$ cat src/rtnb_pkg.sv
package rtnb_pkg;

    // Token parse phase
    typedef enum logic [2:0] {
        PH_SKIP   = 3'd0,
        PH_LETTER = 3'd1,
        PH_SHARP  = 3'd2,
        PH_OCTAVE = 3'd3,
        PH_IGNORE = 3'd4
    } phase_t;

    // Configuration register indexes
    localparam logic REG_DEFAULT_DURATION = 1'b0;
    localparam logic REG_DEFAULT_OCTAVE   = 1'b1;

    // Characters of interest
    localparam logic [7:0] CHAR_SPACE = 8'h20;
    localparam logic [7:0] CHAR_SHARP = 8'h23;
    localparam logic [7:0] CHAR_COMMA = 8'h2C;
    localparam logic [7:0] CHAR_ZERO  = 8'h30;
    localparam logic [7:0] CHAR_NINE  = 8'h39;

    localparam logic [3:0] PAUSE_CODE = 4'hF;

    // Parsed note of a finished token, before defaults are applied
    typedef struct packed {
        logic [3:0] pitch;
        logic       oct_seen;
        logic [1:0] oct;
        logic       dur_seen;
        logic [1:0] dur;
    } note_t;

endpackage

$ cat src/rtnb_token.sv
module rtnb_token (
    input  logic            aclk,
    input  logic            aresetn,
    input  logic            advance,
    input  logic [7:0]      text_char,
    input  logic            last_char,
    output logic            note_end,
    output rtnb_pkg::note_t note
);
    import rtnb_pkg::*;

    phase_t     phase_reg, phase_next, cons_phase;
    logic [1:0] dur_reg, dur_next, cons_dur;
    logic       dur_seen_reg, dur_seen_next, cons_dur_seen;
    logic [7:0] letter_reg, letter_next, cons_letter;
    logic       sharp_reg, sharp_next, cons_sharp;
    logic [1:0] oct_reg, oct_next, cons_oct;
    logic       oct_seen_reg, oct_seen_next, cons_oct_seen;

    logic       is_comma, is_digit;
    logic [2:0] dur_dec, oct_dec;   // {seen, code}
    logic [3:0] pitch;

    assign is_comma = (text_char == CHAR_COMMA);
    assign is_digit = (text_char >= CHAR_ZERO) && (text_char <= CHAR_NINE);
    assign note_end = is_comma || last_char;

    // Duration digit decode
    always_comb begin
        unique case (text_char)
            8'h34:   dur_dec = 3'b1_00;
            8'h38:   dur_dec = 3'b1_01;
            8'h31:   dur_dec = 3'b1_10;
            8'h32:   dur_dec = 3'b1_11;
            default: dur_dec = 3'b0_00;
        endcase
    end

    // Octave digit decode
    always_comb begin
        unique case (text_char)
            8'h35:   oct_dec = 3'b1_10;
            8'h36:   oct_dec = 3'b1_00;
            8'h37:   oct_dec = 3'b1_01;
            default: oct_dec = 3'b0_00;
        endcase
    end

    // Phase after this character (a comma does not advance the phase)
    always_comb begin
        cons_phase = phase_reg;
        if (!is_comma) begin
            unique case (phase_reg)
                PH_SKIP: begin
                    if (text_char != CHAR_SPACE)
                        cons_phase = is_digit ? PH_LETTER : PH_SHARP;
                end
                PH_LETTER: cons_phase = PH_SHARP;
                PH_SHARP:  cons_phase = (text_char == CHAR_SHARP) ? PH_OCTAVE : PH_IGNORE;
                default:   cons_phase = PH_IGNORE;
            endcase
        end
    end

    // Held fields after this character
    always_comb begin
        cons_dur      = dur_reg;
        cons_dur_seen = dur_seen_reg;
        cons_letter   = letter_reg;
        cons_sharp    = sharp_reg;
        cons_oct      = oct_reg;
        cons_oct_seen = oct_seen_reg;
        if (!is_comma) begin
            unique case (phase_reg)
                PH_SKIP: begin
                    if (text_char != CHAR_SPACE) begin
                        if (is_digit) begin
                            cons_dur_seen = dur_dec[2];
                            cons_dur      = dur_dec[1:0];
                        end else begin
                            cons_letter = text_char;
                        end
                    end
                end
                PH_LETTER: cons_letter = text_char;
                PH_SHARP: begin
                    if (text_char == CHAR_SHARP) begin
                        cons_sharp = 1'b1;
                    end else if (is_digit) begin
                        cons_oct_seen = oct_dec[2];
                        cons_oct      = oct_dec[1:0];
                    end
                end
                PH_OCTAVE: begin
                    if (is_digit) begin
                        cons_oct_seen = oct_dec[2];
                        cons_oct      = oct_dec[1:0];
                    end
                end
                default: ;
            endcase
        end
    end

    // Pitch from letter and sharp
    always_comb begin
        logic [3:0] base;
        logic       may_sharp;
        base      = PAUSE_CODE;
        may_sharp = 1'b1;
        unique case (cons_letter)
            8'h63: base = 4'd0;
            8'h64: base = 4'd2;
            8'h65: begin base = 4'd4;  may_sharp = 1'b0; end
            8'h66: base = 4'd5;
            8'h67: base = 4'd7;
            8'h61: base = 4'd9;
            8'h62: begin base = 4'd11; may_sharp = 1'b0; end
            default: may_sharp = 1'b0;
        endcase
        if (cons_sharp && base != PAUSE_CODE)
            pitch = may_sharp ? base + 4'd1 : PAUSE_CODE;
        else
            pitch = base;
    end

    // Fields in struct order: pitch, oct_seen, oct, dur_seen, dur
    assign note = {pitch, cons_oct_seen, cons_oct, cons_dur_seen, cons_dur};

    // Token clears once its note goes out
    always_comb begin
        phase_next    = note_end ? PH_SKIP : cons_phase;
        dur_next      = note_end ? 2'd0 : cons_dur;
        dur_seen_next = note_end ? 1'b0 : cons_dur_seen;
        letter_next   = note_end ? 8'd0 : cons_letter;
        sharp_next    = note_end ? 1'b0 : cons_sharp;
        oct_next      = note_end ? 2'd0 : cons_oct;
        oct_seen_next = note_end ? 1'b0 : cons_oct_seen;
    end

    always_ff @(posedge aclk) begin
        if (!aresetn) begin
            phase_reg    <= PH_SKIP;
            dur_reg      <= 2'd0;
            dur_seen_reg <= 1'b0;
            letter_reg   <= 8'd0;
            sharp_reg    <= 1'b0;
            oct_reg      <= 2'd0;
            oct_seen_reg <= 1'b0;
        end else if (advance) begin
            phase_reg    <= phase_next;
            dur_reg      <= dur_next;
            dur_seen_reg <= dur_seen_next;
            letter_reg   <= letter_next;
            sharp_reg    <= sharp_next;
            oct_reg      <= oct_next;
            oct_seen_reg <= oct_seen_next;
        end
    end

endmodule

$ cat src/rtttl_note_to_tune_byte.sv
// Ringtone note-list parser: one ASCII character in, at most one packed note out.
//
// Input stream s_*: s_tdata carries one character, s_tlast marks the final
// character of the list. A comma or the final character closes a token and
// yields one note; every other character yields nothing.
// Output stream m_*: the note, one transfer per closed token.
// Config port: cfg_we/cfg_addr/cfg_wdata set the default duration (index 0)
// and default octave (index 1); write only while the block is idle.
//
// The note appears on m_* in the cycle after the closing character's
// transfer. Characters are taken one per cycle while s_tready is high; the
// token state update and note decode are combinational, ahead of the output register.
// Reset (synchronous, aresetn low): token state cleared, defaults zero,
// output empty. When the receiver stalls with a note held, s_tready drops
// until that note is taken; characters that produce no note still need the
// output register free only through this same s_tready.
module rtttl_note_to_tune_byte (
    input  logic        aclk,
    input  logic        aresetn,
    input  logic        s_tvalid,
    output logic        s_tready,
    input  logic [7:0]  s_tdata,    // [7:0] text_char
    input  logic        s_tlast,    // last_char
    output logic        m_tvalid,
    input  logic        m_tready,
    output logic [15:0] m_tdata,    // [7:0] tune_byte, [11:8] pitch_code,
                                    // [13:12] octave_code, [15:14] duration_code
    input  logic        cfg_we,
    input  logic        cfg_addr,
    input  logic [1:0]  cfg_wdata
);
    import rtnb_pkg::*;

    logic [1:0]  def_dur_reg, def_oct_reg;
    logic        m_tvalid_reg, m_tvalid_next;
    logic [15:0] m_tdata_reg, m_tdata_next;
    logic        s_xfer, note_end;
    note_t       note;
    logic [1:0]  oct_code, dur_code;

    // Output register takes a new note whenever empty or being drained
    assign s_tready = !m_tvalid_reg || m_tready;
    assign s_xfer   = s_tvalid && s_tready;

    rtnb_token u_token (
        .aclk      (aclk),
        .aresetn   (aresetn),
        .advance   (s_xfer),
        .text_char (s_tdata),
        .last_char (s_tlast),
        .note_end  (note_end),
        .note      (note)
    );

    // Defaults fill in what the token did not give
    assign oct_code     = note.oct_seen ? note.oct : def_oct_reg;
    assign dur_code     = note.dur_seen ? note.dur : def_dur_reg;
    assign m_tdata_next = {dur_code, oct_code, note.pitch, dur_code, oct_code, note.pitch};

    always_comb begin
        m_tvalid_next = m_tvalid_reg;
        if (s_xfer)
            m_tvalid_next = note_end;
        else if (m_tready)
            m_tvalid_next = 1'b0;
    end

    always_ff @(posedge aclk) begin
        if (!aresetn) begin
            m_tvalid_reg <= 1'b0;
        end else begin
            m_tvalid_reg <= m_tvalid_next;
        end
    end

    always_ff @(posedge aclk) begin
        if (s_xfer && note_end) begin
            m_tdata_reg <= m_tdata_next;
        end
    end

    // Configuration registers
    always_ff @(posedge aclk) begin
        if (!aresetn) begin
            def_dur_reg <= 2'd0;
            def_oct_reg <= 2'd0;
        end else if (cfg_we) begin
            unique case (cfg_addr)
                REG_DEFAULT_DURATION: def_dur_reg <= cfg_wdata;
                REG_DEFAULT_OCTAVE:   def_oct_reg <= cfg_wdata;
                default: ;
            endcase
        end
    end

    assign m_tvalid = m_tvalid_reg;
    assign m_tdata  = m_tdata_reg;

endmodule

$ cat config.mk
export PLATFORM = sky130hd
export DESIGN_NAME = rtttl_note_to_tune_byte
export DESIGN_NICKNAME = d
export VERILOG_FILES = /design/src/rtnb_pkg.sv /design/src/rtnb_token.sv /design/src/rtttl_note_to_tune_byte.sv
export SDC_FILE = /design/constraint.sdc
export NUM_CORES = 1
export LEC_CHECK = 0
export BUFFER_PORTS_ARGS = -buffer_cell sky130_fd_sc_hd__buf_4
export CORE_MARGIN = 1
export CORE_UTILIZATION = 51
export CTS_BUF_LIST = sky130_fd_sc_hd__clkbuf_16
export DETAILED_ROUTE_END_ITERATION = 12
export PLACE_DENSITY = 0.76
export SYNTH_ARGS = -nofsm -noshare
export SYNTH_HDL_FRONTEND = slang
export SYNTH_SLANG_ARGS = --single-unit
$ cat constraint.sdc
create_clock -name aclk -period 2.59 [get_ports aclk]
set_input_delay 0.3885 -clock aclk [delete_from_list [all_inputs] [get_ports aclk]]
set_output_delay 0.3885 -clock aclk [all_outputs]
set_load 0.005 [all_outputs]
==> flow_metrics.py <==
metrics = {
    "outcome": {
        "status": "finished, final reports clean",
    },
    "sta": {
        "drv_slew": 0,
        "skew_ps": 4.73,
        "worst_hold_slack_ps": 371,
        "tightest_slew_ps": 574,
        "max_freq_ghz": 0.396,
        "setup_tns_ps": 0,
        "fin_ws_ps": 66.4,
        "fin_crit_ps": 2520,
        "slew_headroom_pct": 61.6,
        "period_share_pct": 97.4,
        "setup_viol": 0,
        "hold_violations": 0,
    },
    "yosys": {
        "ys.flop_type": "dfxtp_1",
        "ys_ff_latch": 31,
        "avgSynthCellArea_sq_um": 8.82,
        "async_flop_share_pct": 0,
        "syn_nets": 254,
        "synth_seq_area_share_pct": 33.7,
        "synth_warnings": 0,
        "synth_cells": 236,
        "yosysUniqueCellTypes": 67,
        "synth_edf_count": 8,
        "synth_area_sq_um": 2080,
    },
    "worst_setup_path": {
        "cp-start-kind": "register",
        "arrival_ps": 2540,
        "crit_type": "register to register",
        "cp_slowest_cell": "or3b_4",
        "critical_path.max_stage_delay_ps": 400,
        "crit_required_ps": 2610,
        "cp-end-kind": "register",
        "crit_chain": "or3b_4 -> nand2_1 -> a31o_4 -> a2bb2oi_2 -> or3_1 -> nand3_1 -> ha_2 -> o311ai_1 -> nand3b_1",
        "crit_fanout": 6,
    },
    "cts": {
        "cts_tree": "done",
        "cts_buffer_depth": 2,
        "clkTransAtPathRegs_ps": 50,
        "numCtsBuffers": 5,
        "numClockSinks": 31,
        "clk_latency_ps": 280,
        "cts-htree-levels": 2,
        "cts-hold-fix-buffers": 0,
        "cts_root_buffer": "clkbuf_16",
    },
    "global_routing": {
        "grt_overflow": 0,
        "grt_usage_pct": 25.8,
        "antenna_found_initial": 0,
        "grt_pass1_wl_mm": 8.30,
        "grt_pass1_vias": 1863,
        "grt_max_degree": 23,
    },
    "route": {
        "vias": 1955,
        "viasPerCell": 5.73,
        "wl_mm": 5.20,
        "drcViolationCount": 0,
        "dr.pass1.iters": 4,
        "drtAntennaViolNets": 0,
        "drt_iter0_drc": 99,
        "wire_per_inst_um": 15.2,
    },
    "floorplan": {
        "io-pin-count": 35,
        "die_x_um": 65.9,
        "row_count": 22,
        "die_area_sq_um": 4340,
        "fp.coreArea_sq_um": 3800,
        "die_y_um": 65.9,
        "start_util_pct": 54.8,
    },
    "job": {
        "maxCapViolations": 0,
    },
    "layout": {
        "area_growth_pct": 32.1,
        "final_cell_mix": "buf_4, nand2_1, dfxtp_1",
        "fin_nets": 310,
        "drive_gt1_share_pct": 37.9,
        "layout_commonest_cell": "buf_4",
        "antenna_cells": 0,
        "stdcell_count": 341,
    },
    "power_and_ir_drop": {
        "leakage_nw": 1.11,
        "power.density_nw_per_um2": 521,
        "worst_ir_drop_vdd_v": 0.000512,
    },
    "place": {
        "place_inst": 331,
        "gp_congestion": 0.861,
        "io_buffers": 34,
        "hpwl_mm": 3.64,
        "dp_slack_ps": -115,
    },
    "min_path": {
        "holdCritPathClass": "input port to register",
    },
}
metal layers:
layer	vias to the layer above	wire length (um)	track usage, %
met1	950	2330	31.2
met2	39	2660	43.4
li1	964	-	-
met3	2	175	6.72
met4	0	31	9.78
met5	-	0	0
worst max-delay path: cells and delay by family (launching register included):
kind	cells	cell delay [ps]
fa+ha+maj	1	280
compound gates	3	520
flops	1	360
simple gates	5	1090
path summary, 6_finish.rpt:
check,from,depth (start not counted),slack [ps],end
setup / recovery,u_token.phase_reg[0],9,70,m_tdata[9]
hold / removal,cfg_wdata[1],3,370,def_dur_reg[1]
setup reg to reg,u_token.phase_reg[0],9,70,m_tdata[9]
hold reg to reg,u_token.oct_reg[1],2,460,u_token.oct_reg[1]
cells by family (layout without fill, tap and decap cells):
group           Yosys count  in the layout  synth area share (%)
mux                       9              9                  4.69
flops                    31             31                  33.7
buf+inv                  29             86                  8.41
compound gates           61             61                  24.3
fa+ha+maj                 1              1                 0.601
xor+xnor                  4              4                  1.68
simple gates            101            101                  26.7
power by group:
part / switching (W) / leakage (nW) / total, W / internal, W
Combinational: 0.000144 / 0.766 / 0.000283 / 0.000139
Clock: 0.000215 / 0.0820 / 0.000629 / 0.000414
Sequential: 0.00000923 / 0.258 / 0.000521 / 0.000512
cells in the mapped netlist (5+ instances only):
| master | count | share of area [%] |
|---|---|---|
| dfxtp_1 | 23 | 22 |
| nor2b_1 | 8 | 2.4 |
| inv_1 | 7 | 1.3 |
| o21ai_0 | 10 | 2.4 |
| nor2_1 | 16 | 2.9 |
| a21boi_0 | 5 | 1.8 |
| edfxtp_1 | 8 | 12 |
| a22oi_1 | 6 | 2.2 |
| buf_4 | 10 | 3.6 |
| and2_1 | 7 | 2.1 |
| nand2_1 | 27 | 4.9 |
| buf_2 | 5 | 1.2 |
| nand3_1 | 12 | 2.9 |
repair_timing:
item                                   in CTS  in global routing
setup buffers                               0                  2
setup endpoints to repair                   0                  3
gates resized for setup                     0                 12
endpoints found under the hold margin       0                  0
through the flow:
step                util, %  cell area, sq um  total power, W
CTS                    70.6              2680         0.00141
detailed placement     66.3              2520        0.000792
finish                 72.4              2750         0.00143
global placement       66.3              2520        0.000788
floorplan                 -              2100        0.000694
global route           72.4              2750         0.00148
final cells by class:
type,count,area [sq um]
Clock buffer,6,150
Timing Repair Buffer,71,533
Multi-Input combinational cell,176,1260
Sequential cell,31,704
Tap cell,48,60.1
Fill cell,302,1050
Clock inverter,2,13.8
Inverter,7,26.3
Note: power is estimated with default switching activity, not from simulation.
